--- config.mk ---
export PLATFORM = sky130hd
export DESIGN_NAME = cau_front
export DESIGN_NICKNAME = d
export VERILOG_FILES = /design/src/rtl/core/cau_pkg.sv /design/src/rtl/core/cau_front.sv
export SDC_FILE = /design/constraint.sdc
export NUM_CORES = 1
export LEC_CHECK = 0
export BUFFER_PORTS_ARGS = -buffer_cell sky130_fd_sc_hd__buf_2
export CORE_AREA = 2 2 53 55
export DETAILED_ROUTE_END_ITERATION = 8
export DIE_AREA = 0 0 55 57
export PLACE_DENSITY_LB_ADDON = 0.1
export SYNTH_ARGS = -nofsm -noshare
export SYNTH_HDL_FRONTEND = slang
export SYNTH_SLANG_ARGS = --single-unit
export TNS_END_PERCENT = 30
--- constraint.sdc ---
create_clock -name vclk -period 1.03
set_clock_uncertainty 0.1 [all_clocks]
set_input_delay 0.206 -clock vclk [all_inputs]
set_output_delay 0.206 -clock vclk [all_outputs]
set_load 0.005 [all_outputs]
--- src/rtl/core/cau_pkg.sv ---
// ----------------------------------------------------------------------------
// cau_pkg
// Types, constants and the saturation helper shared by the complex ALU.
// ----------------------------------------------------------------------------
package cau_pkg;

  localparam int DW = 16;          // width of one operand or result part
  localparam int XW = 3 * DW + 2;  // wide signed width ahead of saturation
  localparam int QDEPTH = 4;       // front-to-back queue depth

  typedef enum logic [1:0] {
    OP_ADD = 2'd0,
    OP_SUB = 2'd1,
    OP_MUL = 2'd2,
    OP_DIV = 2'd3
  } op_t;

  typedef struct packed {
    op_t                  req_type;
    logic signed [DW-1:0] a_re;
    logic signed [DW-1:0] a_im;
    logic signed [DW-1:0] b_re;
    logic signed [DW-1:0] b_im;
  } in_item_t;

  typedef struct packed {
    logic signed [DW-1:0] res_re;
    logic signed [DW-1:0] res_im;
    logic                 saturated;
    logic                 div_by_zero;
  } out_item_t;

  typedef struct packed {
    in_item_t item;
    logic     dz;
  } q_entry_t;

  typedef struct packed {
    logic signed [DW-1:0] v;
    logic                 sat;
  } clip_t;

  function automatic clip_t sat_clip(input logic signed [XW-1:0] v);
    clip_t                c;
    logic signed [XW-1:0] hi;
    logic signed [XW-1:0] lo;
    hi = {{(XW-DW+1){1'b0}}, {(DW-1){1'b1}}};
    lo = ~hi;
    c.sat = 1'b0;
    if (v > hi) begin
      c.v   = hi[DW-1:0];
      c.sat = 1'b1;
    end else if (v < lo) begin
      c.v   = lo[DW-1:0];
      c.sat = 1'b1;
    end else begin
      c.v = v[DW-1:0];
    end
    return c;
  endfunction

endpackage

--- src/rtl/core/cau_front.sv ---
// ----------------------------------------------------------------------------
// cau_front
// Accepts command beats and tags divides by a zero divisor.
// ----------------------------------------------------------------------------
module cau_front import cau_pkg::*; (
  input  logic     start,
  input  in_item_t in_item,
  input  logic     q_full,
  output logic     busy,
  output logic     push,
  output q_entry_t entry
);

  assign busy = q_full;
  assign push = start && !q_full;

  always_comb begin
    entry.item = in_item;
    entry.dz   = (in_item.req_type == OP_DIV) &&
                 (in_item.b_re == '0) && (in_item.b_im == '0);
  end

endmodule

# ---- Yosys cells after proc, flatten, opt, wreduce, memory -nomap -nowiden
# Index checks and enable logic that the tools add are counted.
dict set report word_totals {
  out_inout_bits 69
  regBits 0
}
dict set report op_classes {
  eq_ne 1
  reduce_logical 6
}
# cell count
set op_table {}
lappend op_table {{$logic_not 16->1} 2}
lappend op_table {{$logic_and 1x1->1} 3}
lappend op_table {{$eq 2x2->1 const B} 1}
lappend op_table {{$logic_not 1->1} 1}

# ---- Logic depth before layout (Yosys ltp)
dict set report logic_depth {
  word_depth 3
  mapped_depth 3
  ltp_nobuf 3
}

# ---- Worst setup path before layout
# No wires, ideal clock.
dict set report synth_timing {
  path_kind {input to output}
  start {input in_item[17] (netlist bit)}
  end {output entry[0] (netlist bit)}
  stages 3
  path_buffers 0
  t_required_ns 0.724
  path_slack_ns -0.001
  t_arrival_ns 0.725
  cell_sequence {nor4b_1 -> nand4_1 -> nor3_2}
}
# item line
set synth_rtl {}
lappend synth_rtl {{start, declared} cau_front.sv:7} ;# input in_item_t in_item,
lappend synth_rtl {{end, declared} cau_front.sv:11} ;# output q_entry_t entry

==> results.md <==
* Row cnt at 19
* Final setup viols at 1
* Core area at 0.00262 sq mm
* Syn_nets at 149
* Post-synthesis sequential area ratio at 0
* Placed Area at 534 sq um
* Status: finished with violations
* Total GRT Usage at 0.0713
* Max Slew Vio Count at 0
* Yosys top cell by area: buf_4
* Remaining global-route overflow at 0
* Worst hold path type: primary input to output pin
* Tmin final at 1.29 ns
* Failing checks: negative setup slack
* Post-synthesis area per instance at 7.63 sq um
* Placed cells at 120
* PortBufs at 73
* ANT cells at 0
* CP delay by family, top: simple AND/OR/NAND/NOR gates
* Net Sw Frac at 0.404
* Vias per cell at 3.92
* Post-route ant nets at 0
* Antenna violations before repair at 0
* Die area at 0.00314 sq mm
* Post-synth top cells: buf_4 (67), nor4_1 (3), nor4_2 (3)
* Final instance area at 639 sq um
* Layout clock buffer count at 0
* Comb power frac at 1.000
* Sequential Power Share at 0
* Setup ws final at -0.258 ns
* DRT Pass-1 Iters at 2
* Mapped Area at 618 sq um
* First-pass GRT wire length at 1690 um
* CP required at 0.72 ns
* Die width at 55 um
* Flip-flop and latch area at 0 sq um
* Syn Inst Count at 81
* Setup TNS at -0.258 ns
* DRT iter0 DRCs at 1
* Slew HR at 0.856
* Share of post-route cells with drive strength above 1 at 0.944
* Most frequent cell after synthesis: buf_4
* Critical Path Fanout Max at 2
* Internal at 0.134 mW
* Seq cells at 0
* Final wirelength at 1370 um
* Crit path largest cell delay at 0.25 ns
* Yosys warnings at 0
* # fillers at 295
* Final nets at 159
* Worst Path Buf+Inv at 2
* Dpl ws at -0.400 ns
* Clk pwr share at 0
* Synth cell types at 11
* Final Cycle Share at 1.25
* P_sw at 0.0904 mW
* Post-synth top area share at 0.814
* Fmax at 0.776 GHz
* Chip height at 57 um
* RSZ-0062 raised after global routing: yes
* Element type at the critical path start: primary input
* Routability congestion estimate at 0.669
* Io pins at 137
* HPWL Detailed at 1190 um
* Synth top area cells: buf_4 (81%), nor4_2 (6.1%), nor4_1 (3.0%)
* DRC Markers at 0
* Worst-path cell chain: buf_6 -> nor4_4 -> nand3_1 -> nor3_2 -> buf_2
* Critical path endpoint category: output pin
* Slew @ Worst Pin at 0.216 ns
* Max cap viols at 0
* Crit path DAT at 0.98 ns
* Vias in the first global route at 390
* Critical path's slowest cell: nor4_4
* DR WL/cell at 11.4 um
* Starting Density at 0.236
* Hold Fails Final Rpt at 0
* Setup CP Type: primary input to output pin
* Multi-input gate area at 166 sq um
* Area growth from synthesis to layout at 3.44%
* Non-Filler Instances at 120
* Largest net degree at the start of global routing at 3
* Lkg Pwr at 0.337 nW
* IR drop worst, VDD at 114 uV
* Pwr/cell area at 350 mW/mm^2
* Via count at 470
==> final timing paths <==
check	from	end	cells past startpoint
setup / recovery	in_item[12]	entry[0]	5
hold / removal	in_item[32]	entry[33]	0
==> timing repair <==
item	CTS	global route
gates resized for setup	14	2
hold buffers	0	0
buffers inserted	0	0
pin swaps	8	1
setup endpoints to repair	1	1
==> layout by cell type (no fill, tap or decap) <==
cell,instances
buf_2,65
buf_4,2
buf_6,7
buf_8,1
nand2_1,1
nand3_1,1
nand4_1,1
nor2_1,1
nor2b_1,1
nor3_2,1
nor4_2,3
nor4_4,3
nor4b_2,2
==> power by group through the flow <==
stage	logic, mW	registers (mW)	clock network (mW)
2_1_floorplan	0.223	0	0
3_3_place_gp	0.188	0	0
3_5_place_dp	0.187	0	0
4_1_cts	0.223	0	0
5_1_grt	0.248	0	0
6_report	0.224	0	0
==> kinds of logic after synthesis <==
| group | after synthesis | synth area share |
|---|---|---|
| buf+inv | 67 | 0.814 |
| simple gates | 14 | 0.186 |
==> layer usage <==
metal	global-route usage	routed length (um)	vias up
met5	0	0	-
met4	0.0279	31	0
met3	0.0131	237	12
met2	0.151	749	56
met1	0.0577	351	189
li1	-	-	213
==> per-stage QoR <==
| stage | total power, mW | util | hold slack [ns] |
|---|---|---|---|
| 6_report | 0.224 | 0.244 | 0.312 |
| 5_1_grt | 0.248 | 0.244 | 0.312 |
| 4_1_cts | 0.223 | 0.241 | 0.312 |
| 3_5_place_dp | 0.187 | 0.204 | 0.312 |
| 3_3_place_gp | 0.188 | 0.204 | 0.312 |
| 2_1_floorplan | 0.223 | - | 0.342 |
==> final cells by class <==
type	count	area share
Multi-Input combinational cell	14	0.260
Tap cell	31	0.0607
Timing Repair Buffer	75	0.679
Power figures use the tool's default switching activity.
