[src/rtl/core/cau_pkg.sv]
// ----------------------------------------------------------------------------
// cau_pkg
// Types, constants and the saturation helper shared by the complex ALU.
// ----------------------------------------------------------------------------
package cau_pkg;

  localparam int DW = 16;          // width of one operand or result part
  localparam int XW = 3 * DW + 2;  // wide signed width ahead of saturation
  localparam int QDEPTH = 4;       // front-to-back queue depth

  typedef enum logic [1:0] {
    OP_ADD = 2'd0,
    OP_SUB = 2'd1,
    OP_MUL = 2'd2,
    OP_DIV = 2'd3
  } op_t;

  typedef struct packed {
    op_t                  req_type;
    logic signed [DW-1:0] a_re;
    logic signed [DW-1:0] a_im;
    logic signed [DW-1:0] b_re;
    logic signed [DW-1:0] b_im;
  } in_item_t;

  typedef struct packed {
    logic signed [DW-1:0] res_re;
    logic signed [DW-1:0] res_im;
    logic                 saturated;
    logic                 div_by_zero;
  } out_item_t;

  typedef struct packed {
    in_item_t item;
    logic     dz;
  } q_entry_t;

  typedef struct packed {
    logic signed [DW-1:0] v;
    logic                 sat;
  } clip_t;

  function automatic clip_t sat_clip(input logic signed [XW-1:0] v);
    clip_t                c;
    logic signed [XW-1:0] hi;
    logic signed [XW-1:0] lo;
    hi = {{(XW-DW+1){1'b0}}, {(DW-1){1'b1}}};
    lo = ~hi;
    c.sat = 1'b0;
    if (v > hi) begin
      c.v   = hi[DW-1:0];
      c.sat = 1'b1;
    end else if (v < lo) begin
      c.v   = lo[DW-1:0];
      c.sat = 1'b1;
    end else begin
      c.v = v[DW-1:0];
    end
    return c;
  endfunction

endpackage

[src/rtl/core/cau_queue.sv]
// ----------------------------------------------------------------------------
// cau_queue
// Small register FIFO between the front and the back.
// ----------------------------------------------------------------------------
module cau_queue import cau_pkg::*; (
  input  logic     clk,
  input  logic     rst_n,
  input  logic     push,
  input  q_entry_t wr_entry,
  input  logic     pop,
  output logic     valid,
  output logic     full,
  output q_entry_t rd_entry
);

  localparam int PW = $clog2(QDEPTH);

  q_entry_t        mem_r [QDEPTH];
  logic [PW-1:0]   wr_ptr_r;
  logic [PW-1:0]   rd_ptr_r;
  logic [PW:0]     cnt_r;

  assign valid    = (cnt_r != '0);
  assign full     = (cnt_r == (PW+1)'(QDEPTH));
  assign rd_entry = mem_r[rd_ptr_r];

  always_ff @(posedge clk) begin
    if (!rst_n) begin
      wr_ptr_r <= '0;
      rd_ptr_r <= '0;
      cnt_r    <= '0;
    end else begin
      if (push) wr_ptr_r <= wr_ptr_r + 1'b1;
      if (pop)  rd_ptr_r <= rd_ptr_r + 1'b1;
      if (push && !pop)      cnt_r <= cnt_r + 1'b1;
      else if (pop && !push) cnt_r <= cnt_r - 1'b1;
    end
  end

  always_ff @(posedge clk) begin
    if (push) mem_r[wr_ptr_r] <= wr_entry;
  end

endmodule

[config.mk]
export PLATFORM = sky130hd
export DESIGN_NAME = cau_queue
export DESIGN_NICKNAME = d
export VERILOG_FILES = /design/src/rtl/core/cau_pkg.sv /design/src/rtl/core/cau_queue.sv
export SDC_FILE = /design/constraint.sdc
export NUM_CORES = 1
export LEC_CHECK = 0
export BUFFER_PORTS_ARGS = -buffer_cell sky130_fd_sc_hd__buf_2
export CAP_MARGIN = 40
export CORE_MARGIN = 10
export CORE_UTILIZATION = 35
export CTS_CLUSTER_SIZE = 14
export DETAILED_ROUTE_END_ITERATION = 6
export GPL_TIMING_DRIVEN = 0
export PLACE_DENSITY = 0.5
export RECOVER_POWER = 25
export SYNTH_ARGS = -nofsm -noshare
export SYNTH_HDL_FRONTEND = slang
export SYNTH_SLANG_ARGS = --single-unit
[constraint.sdc]
create_clock -name clk -period 3.1 [get_ports clk]
set_clock_uncertainty 0.1 [all_clocks]
set_input_delay 0.465 -clock clk [delete_from_list [all_inputs] [get_ports clk]]
set_output_delay 0.465 -clock clk [all_outputs]
set_load 0.1 [all_outputs]
## Yosys cells after proc, flatten, opt, wreduce, memory -nomap -nowiden

Memories as Yosys holds them, arrays and structs flattened. A register that Yosys moved wholly into a read port is not among the register bits.
Cells that the tools add are included.

- Register bits: 7
- RAM bits: 268
- Output and inout bits: 69
- Memories: 1

- $add $sub $neg: 4
- Eq/ne operators: 1
- Muxes and demuxes: 6
- Reduce and logical (&&, ||, !) cells: 6

Memories:

| memory | words | width | read ports | clocked after Yosys merged registers in | write ports | RTL line | source |
|---|---|---|---|---|---|---|---|
| mem_r | 4 | 67 | 1 | 1 | 1 | cau_queue.sv:18 | `q_entry_t mem_r [QDEPTH];` |

Operators with widths:

| operator | count |
|---|---|
| two-way mux 3 bit | 2 |
| adder 2 x 1 -> 2 bit, second input constant | 2 |
| two-way mux 2 bit | 2 |
| adder 3 x 1 -> 3 bit, second input constant | 1 |
| equality test 3 bit, second input constant | 1 |
| nonzero test 3 bit | 1 |
| subtractor 3 x 1 -> 3 bit, second input constant | 1 |
| logical AND 1 bit | 2 |
| logical NOT 1 bit | 2 |
| two-way mux 1 bit | 2 |
| nonzero test 2 bit | 1 |

## Longest topological paths before layout

Gate-level depths: netlist of the first run.

- Depth after elaboration: 4
- Mapped depth: 7

## Least setup slack after synthesis of the first run

OpenSTA, ideal clock, no wires.

- Kind: register to output
- Start point: register cnt_r[0]
- End point: output full
- Arrival time: 2.549 ns
- Required time: 2.535 ns
- Setup slack: -0.014 ns
- Stages on the path, launching flop included: 2
- Buffers on the path: 0
- Cells stage by stage: dfxtp_1 -> nor3b_1

- Cells in the longest elaborated chain, start to end: 1

RTL lines:

| element | RTL line | source |
|---|---|---|
| start, declared | cau_queue.sv:21 | `logic [PW:0] cnt_r;` |
| start signal, assigned | cau_queue.sv:35 | `if (push && !pop) cnt_r <= cnt_r + 1'b1;` |
| start signal, assigned | cau_queue.sv:36 | `else if (pop && !push) cnt_r <= cnt_r - 1'b1;` |
| equality test 3 bit | cau_queue.sv:24 | `assign full = (cnt_r == (PW+1)'(QDEPTH));` |
| end, declared | cau_queue.sv:12 | `output logic full,` |

Every way passes these cells.

==> results.txt, run 1 <==
- TritonCTS built the clock tree.
- Final critical path time including I/O delays and setup: 2872 ps
- Clock-pin slew was measured on the worst setup and hold paths at 60 ps.
- For the pin with the worst max-slew slack, the measured transition is ~700 ps.
- Gp weighted congestion: 0.6779
* Power density normalized to cell area: 769.1 mW/mm^2
- Commonest cells after routing, fill and taps aside: edfxtp_1, buf_2, mux4_2, clkbuf_1, clkbuf_16
* Area added between synthesis and finish: 21.44%
- Total of buffers placed on input and output ports: ~140
* Average routed wire per standard cell: ~21 um
- IR drop worst, VDD: ~0.5 mV
- Unrepaired setup endpoints after global routing: no
- Total power after layout: between 9000 and 10000 uW
- In this run, synthesis produced a sequential element count of 277.
- Across every metal layer, demand over resource in global routing totals 0.1112.
- Placed instance count: 920
- Total wire length: 20250 um
- Root cell of the clock tree: clkbuf_16
- Number of standard cells in the final layout excluding fillers: 972
- Result of the run: complete, no violations
- Area of the core: 0.02863 sq mm
- Synth top area cells: edfxtp_1, mux4_2, dfxtp_1, buf_12, ha_1
* Final setup violation count: 0
* Floorplan die area: 0.03621 sq mm
- Drt pass-1 iters: 4
- At the worst endpoint, the arrival time is 2310 ps.
- Area of the mapped netlist: a little over 0.01 sq mm
* Initial antenna violation count: 2
- Clk sinks: 277
- Clock latency at the later pin of the worst-skew pair: 530 ps
- The critical path in this run is classified as register to output pin.
* Number of levels the H-tree was split into: 1
- The worst setup path is launched from a register.
* Post-Synthesis Net Count: 470
* Drt drc: 0
- Counting the buffers created by CTS gives 29.
- Maximum fanout count along the critical path: 10
- Counting along the longest clock path gives a buffer depth of 3.
* Quantity of hold-fixing buffers added after cts: 0
- Effective utilization at floorplan: 0.3545
- Post-layout net count: around 640
- STA classifies the critical path endpoint as an output pin.
- Counting the fill cells in the layout gives 2481.
- In this design, the stage delay of the slowest critical-path cell is 560 ps.
* Max-slew headroom at the worst pin: 0.5331
- Leak Pwr: 0.004057 uW
* Type of the most critical hold path: input pin to register
- Iteration-0 DRC Markers: 207
* Final period utilization: 0.9265
* Post-cts repair resize count: 0
- Cell with the largest stage delay on the worst path: buf_1
- Pin placement for this block handled 140 I/O pins.
- In the final layout, the share of cells above drive strength 1 is 0.3793.
* Synthesized instance count: 393
- Post-synth top area cell: edfxtp_1
- Once detailed placement completed, the half-perimeter wirelength came to 12350 um.
- Max-cap violations: 0
- Once the clock tree was built, the setup fixing pass inserted 0 buffers.
* Standard-cell row count: 62
- Number of vias after detailed routing: 4573
* Count of endpoints failing hold in the final timing report: 0
- Share of synthesized area occupied by flip-flops and latches: 0.8108
- The die is 190.3 um tall.
- Required time of the critical path: ~2500 ps
* Vias per Instance: 4.705
* Achievable clock frequency: 348.2 MHz
- The die is 190.3 um wide.
- Antenna fix cells: 0
* Residual antenna-violating net count after detailed routing: 0
* Most frequent standard cell in the layout excluding fill and tap cells: edfxtp_1
- Syn. warnings: 0
- Largest net degree at the start of global routing: 48
- The via count of the first global-routing pass came to 5235.
- The first global-routing pass estimated a little over 30000 um of wire.
- Number of distinct library cell variants in the gate-level netlist after synthesis: 21
- A synthesized cell averages roughly 26 sq um.
- Max-slew violations: 0
* Cell Chain, Critical Path: buf_1 -> mux4_2 -> buf_2
- Remaining Overflow, GRT: 0
- Share of the synthesized area in the top cell type: 0.7930
## synth_stat cells
| cell | count |
|---|---|
| ha_1 | 5 |
| edfxtp_1 | 268 |
| fa_1 | 1 |
| a21boi_0 | 1 |
| buf_2 | 4 |
| buf_1 | 3 |
| o21ai_0 | 1 |
| xnor2_1 | 2 |
| buf_6 | 1 |
| nor2b_1 | 2 |
| dfxtp_1 | 9 |
| mux4_2 | 67 |
| or3_1 | 2 |
| nand2_1 | 1 |
| buf_12 | 4 |
| inv_1 | 4 |
| nor3b_1 | 1 |
| mux2i_1 | 2 |
| and2_1 | 9 |
| buf_4 | 3 |
| xor2_1 | 3 |
## cell type report
class | count | area (sq um) | share of cell area
Clock buffer | 31 | 733.2 | 0.05949
Clock inverter | 21 | 195.2 | 0.01584
Inverter | 4 | 15.01 | 0.001218
Multi-Input combinational cell | 97 | 1775 | 0.1441
Timing Repair Buffer | 143 | 752.0 | 0.06102
Sequential cell | 277 | 8228 | 0.6676
Tap cell | 384 | 480.5 | 0.03898
Buffer | 15 | 145.1 | 0.01178
## worst paths after layout
path	cells past startpoint	to	start	slack [ps]
setup / recovery	3	rd_entry[11]	register	230
hold / removal	1	mem_r[0][7]	wr_entry[7]	50
setup reg to reg	3	mem_r[3][37]	wr_ptr_r[0]	1280
hold reg to reg	2	cnt_r[2]	cnt_r[2]	450
## state kept, by name (all words and copies together) (netlist names), named ones only
signal,count
mem_r,268
cnt_r,3
wr_ptr_r,2
rd_ptr_r,2
## per-layer routing
| metal | global-route usage | wire, um | part of all wire | vias to the layer above |
|---|---|---|---|---|
| li1 | - | - | - | 2033 |
| met4 | 0.02726 | 301 | 0.015 | 4 |
| met1 | 0.1296 | 8025 | 0.40 | 2376 |
| met3 | 0.03621 | 1515 | 0.075 | 32 |
| met5 | 0 | 26 | 0.0013 | - |
| met2 | 0.1944 | 10380 | 0.51 | 128 |
## power breakdown
group / total [uW] / leakage (uW) / internal (uW) / switching [uW]
registers: 4340 / 0.00254 / 4300 / 43.8
clock network: 3330 / 0.000457 / 2020 / 1310
logic: 1810 / 0.00106 / 391 / 1420
total: 9480 / 0.00406 / 6710 / 2770
## logic make-up (layout without fill, tap and decap cells)
group,after synthesis,count (layout),share of synthesized area
flops,277,277,0.8108
mux,69,69,0.1507
buf+inv,19,214,0.01578
simple gates,15,15,0.009123
fa+ha+maj,6,6,0.008137
xor+xnor,5,5,0.004316
compound gates,2,2,0.001233
## per-stage QoR
| stage | util | hold WS (ps) | instance area (sq um) | setup TNS (ps) | worst slack [ps] |
|---|---|---|---|---|---|
| floorplan | - | 366.4 | 10150 | 0 | 454.6 |
| global placement | 0.3958 | 386.1 | 11330 | -307000 | -1159 |
| detailed placement | 0.4000 | 437.7 | 11450 | 0 | 700.4 |
| CTS | 0.4324 | 10.11 | 12380 | 0 | 114.5 |
| global route | 0.4305 | 37.27 | 12320 | 0 | 66.42 |
| finish | 0.4305 | 50.28 | 12320 | 0 | 227.9 |
## critical path: cells and delay by family, from the launching register on
kind | cells | cell delay (ps)
muxes | 1 | 370
DFF | 1 | 410
buffers and inverters | 2 | 990
Power figures use the tool's default switching activity.
==> inputs of run 2 (changes only) <==
--- a/config.mk
+++ b/config.mk
@@ -14,6 +14,7 @@
 export GPL_TIMING_DRIVEN = 0
 export PLACE_DENSITY = 0.5
 export RECOVER_POWER = 25
+export SLEW_MARGIN = 20
 export SYNTH_ARGS = -nofsm -noshare
 export SYNTH_HDL_FRONTEND = slang
 export SYNTH_SLANG_ARGS = --single-unit
==> constraint.sdc (replaced) <==
create_clock -name clk -period 3.3 [get_ports clk]
set_clock_uncertainty 0.1 [all_clocks]
set_input_delay 0.495 -clock clk [delete_from_list [all_inputs] [get_ports clk]]
set_output_delay 0.495 -clock clk [all_outputs]
set_load 0.005 [all_outputs]
==> results.txt, run 2 (synthesis gave the netlist of run 1 again) <==
- Clock Tree Buf Depth: 3
- Clock tree synthesis inserted a total of 29 buffers.
- The number of hold buffers added after CTS was 0.
* Least-Margin Pin Slew: 747.5 ps
* Summed negative setup slack over all endpoints: 0 ps
- X dimension of the die: 190.3 um
- Number of logic stages on the critical path including buffering: 4
- Commonest cells after routing, fill and taps aside: edfxtp_1, buf_2, mux4_2, clkbuf_1, clkbuf_16
* Flip-flop count of the largest register, all copies and words added: 268
- Before antenna repair, the detailed router went through 4 iterations.
* Max-cap violations: 0
- The cell sitting at the root of the clock tree is a clkbuf_16.
- The setup check on the worst reg-to-reg path leaves a slack of 1450 ps.
- Counting both buffers and inverters, the worst setup path holds a total of 3.
- Compared with the post-synthesis result, the final layout area differs by 20.98%.
- All-Layer GR Usage: 0.1107
* Placed instance count: 920
* Kind of end point of the critical path: output pin
* Total non-filler cell area in the finished layout: approximately 0.012 sq mm
- The final route contains 4528 vias.
* Final setup violation count: 0
- IR drop worst, VDD: ~0.38 mV
- In this run the vertical extent of the chip is 190.3 um.
- Clk sinks: roughly 280
- In the final layout, the share of cells above drive strength 1 is 0.3854.
- The final hold violation count is 0.
* Placed wire-length estimate after detailed placement: between 10000 and 15000 um
* Remaining Overflow, GRT: 0
- Dividing the detail-routed wire length by the instance count gives 20.79 um.
* Post-route setup slack: between 500 and 600 ps
- After detailed routing, the number of remaining DRC violations is 0.
- Clock transition at the register clock pins on the worst setup and hold paths after CTS: 60 ps
* Worst reg2reg path startpoint: wr_ptr_r[0]
- Post-cts repair resize count: 0
- Unrepaired setup endpoints after global routing: no
- The worst path needs 2707 ps of the cycle, external delays included.
* Standard-cell row count: 62
- The min-delay analysis places its worst path in the category input pin to register.
- The endpoint identified for the worst register-to-register timing path is mem_r[0][22].
* Number of standard cells in the final layout excluding fillers: 974
- STA puts the critical path data required time at 2700 ps.
- Entering global routing, the biggest net connects 38 pins.
- Port buffering added approximately 140 buffers.
- Effective utilization at floorplan: 0.3545
- Result of the run: complete, no violations
* CTS tree: built
- The analysis attributes to cell leakage a power of 0.004048 uW.
- Cell depth of the worst flop-to-flop path: 4
- The first global-routing pass estimated just over 30000 um of wire.
- During I/O placement, the number of pins put on the boundary was 140.
- The critical path ends at rd_entry[25].
- Most used cell along the critical path: buf_2
* Number of levels the H-tree was split into: 1
- In this design, the stage delay of the slowest critical-path cell is 390 ps.
- Dividing the detail-routed via count by the number of cells gives roughly 4.6.
* Data arrival time of the critical path: about 2100 ps
* Register name with the most flops: mem_r
* Area of the core: 0.02863 sq mm
* Total wire length: 20250 um
- Placed standard-cell area: 0.01144 sq mm
- In this run the worst path has a maximum fanout of 10.
* Residual antenna-violating net count after detailed routing: 0
* Max-slew headroom at the worst pin: 0.5017
- Power density normalized to cell area: 636.6 mW/mm^2
* Cell with the largest stage delay on the worst path: dfxtp_1
- For this run, the post-layout net count is roughly 640.
- Cell Chain, Critical Path: buf_2 -> buf_2 -> mux4_2 -> buf_2
- Final period utilization: 0.8203
- Registers with the highest flip-flop counts: mem_r x268, cnt_r x3
- Largest delay share family, worst path: buffers and inverters
- Achievable clock frequency: 369.4 MHz
* Initial antenna violation count: 1
* Floorplan die area: 0.03621 sq mm
- Gp weighted congestion: 0.6747
- Iteration-0 DRC Markers: 220
* Worst setup slack after placement: around 1100 ps
- Max-slew violations: 0
- Post-CTS timing repair inserted 0 buffers for setup.
* Via count of the first global-routing pass: 5180
- Hold timing on the final database bottoms out at a slack of 85.80 ps.
- The worst setup path is launched from a register.
- Clock latency on the worst-skew pair, taken at its later pin, is 540 ps.
- Leaving out fill and tap cells, the most frequent cell in the layout is edfxtp_1.
- Category of the most critical setup path: register to output pin
run 2: changes by cell type in the layout (fill, tap and decap cells not counted), sizes merged:
cell	previous run	this run
clkbuf	74	72
diode	0	1
bufinv	4	2
clkinv	17	20
buf	115	117
run 2: metal layers:
metal  vias up  share of wire  GRT usage
met1      2358           0.43     0.1390
met3        29          0.061    0.03200
met5         -              0          0
met2       109           0.49     0.1829
li1       2032              -          -
met4         0          0.026    0.03180
run 2: how the worst min path moves through the flow:
| stage | end | startpoint | depth (start not counted) | slack [ps] |
|---|---|---|---|---|
| after global placement | cnt_r[2] | cnt_r[2] | 2 | 380 |
| after global routing | mem_r[2][41] | wr_entry[41] | 1 | 70 |
| final | mem_r[3][14] | wr_entry[14] | 1 | 90 |
| after CTS | mem_r[0][5] | wr_entry[5] | 1 | 30 |
| after floorplan | cnt_r[2] | cnt_r[2] | 2 | 370 |
| after detailed placement | cnt_r[2] | cnt_r[2] | 2 | 460 |
run 2: worst register-to-register path, stage by stage, from the launching register on:
cell and delay (ps):
dfxtp_1 340, inv_1 90, ha_1 150, and2_4 510, buf_16 310
run 2: power by group:
part | leakage, uW | switching, uW | internal (uW)
sequential | 0.00254 | 41.0 | 4040
clock | 0.000445 | 1260 | 1750
combinational | 0.00107 | 372 | 364
total | 0.00405 | 1670 | 6150
run 2: cell type report:
cell class | count | area, sq um
tap | 384 | 480.5
multi-input combinational | 97 | 1770
fill | 2487 | 16350
timing repair buffer | 143 | 754.5
antenna | 1 | 2.502
inverter | 4 | 15.01
clock buffer | 31 | 733.2
buffer | 15 | 145.1
clock inverter | 22 | 148.9
sequential | 277 | 8228
run 2: stage by stage:
step	util	power, uW
after detailed placement	0.3998	4932
after global routing	0.4288	8162
after CTS	0.4306	7968
after global placement	0.3956	4904
after floorplan	-	4563
final	0.4289	7816
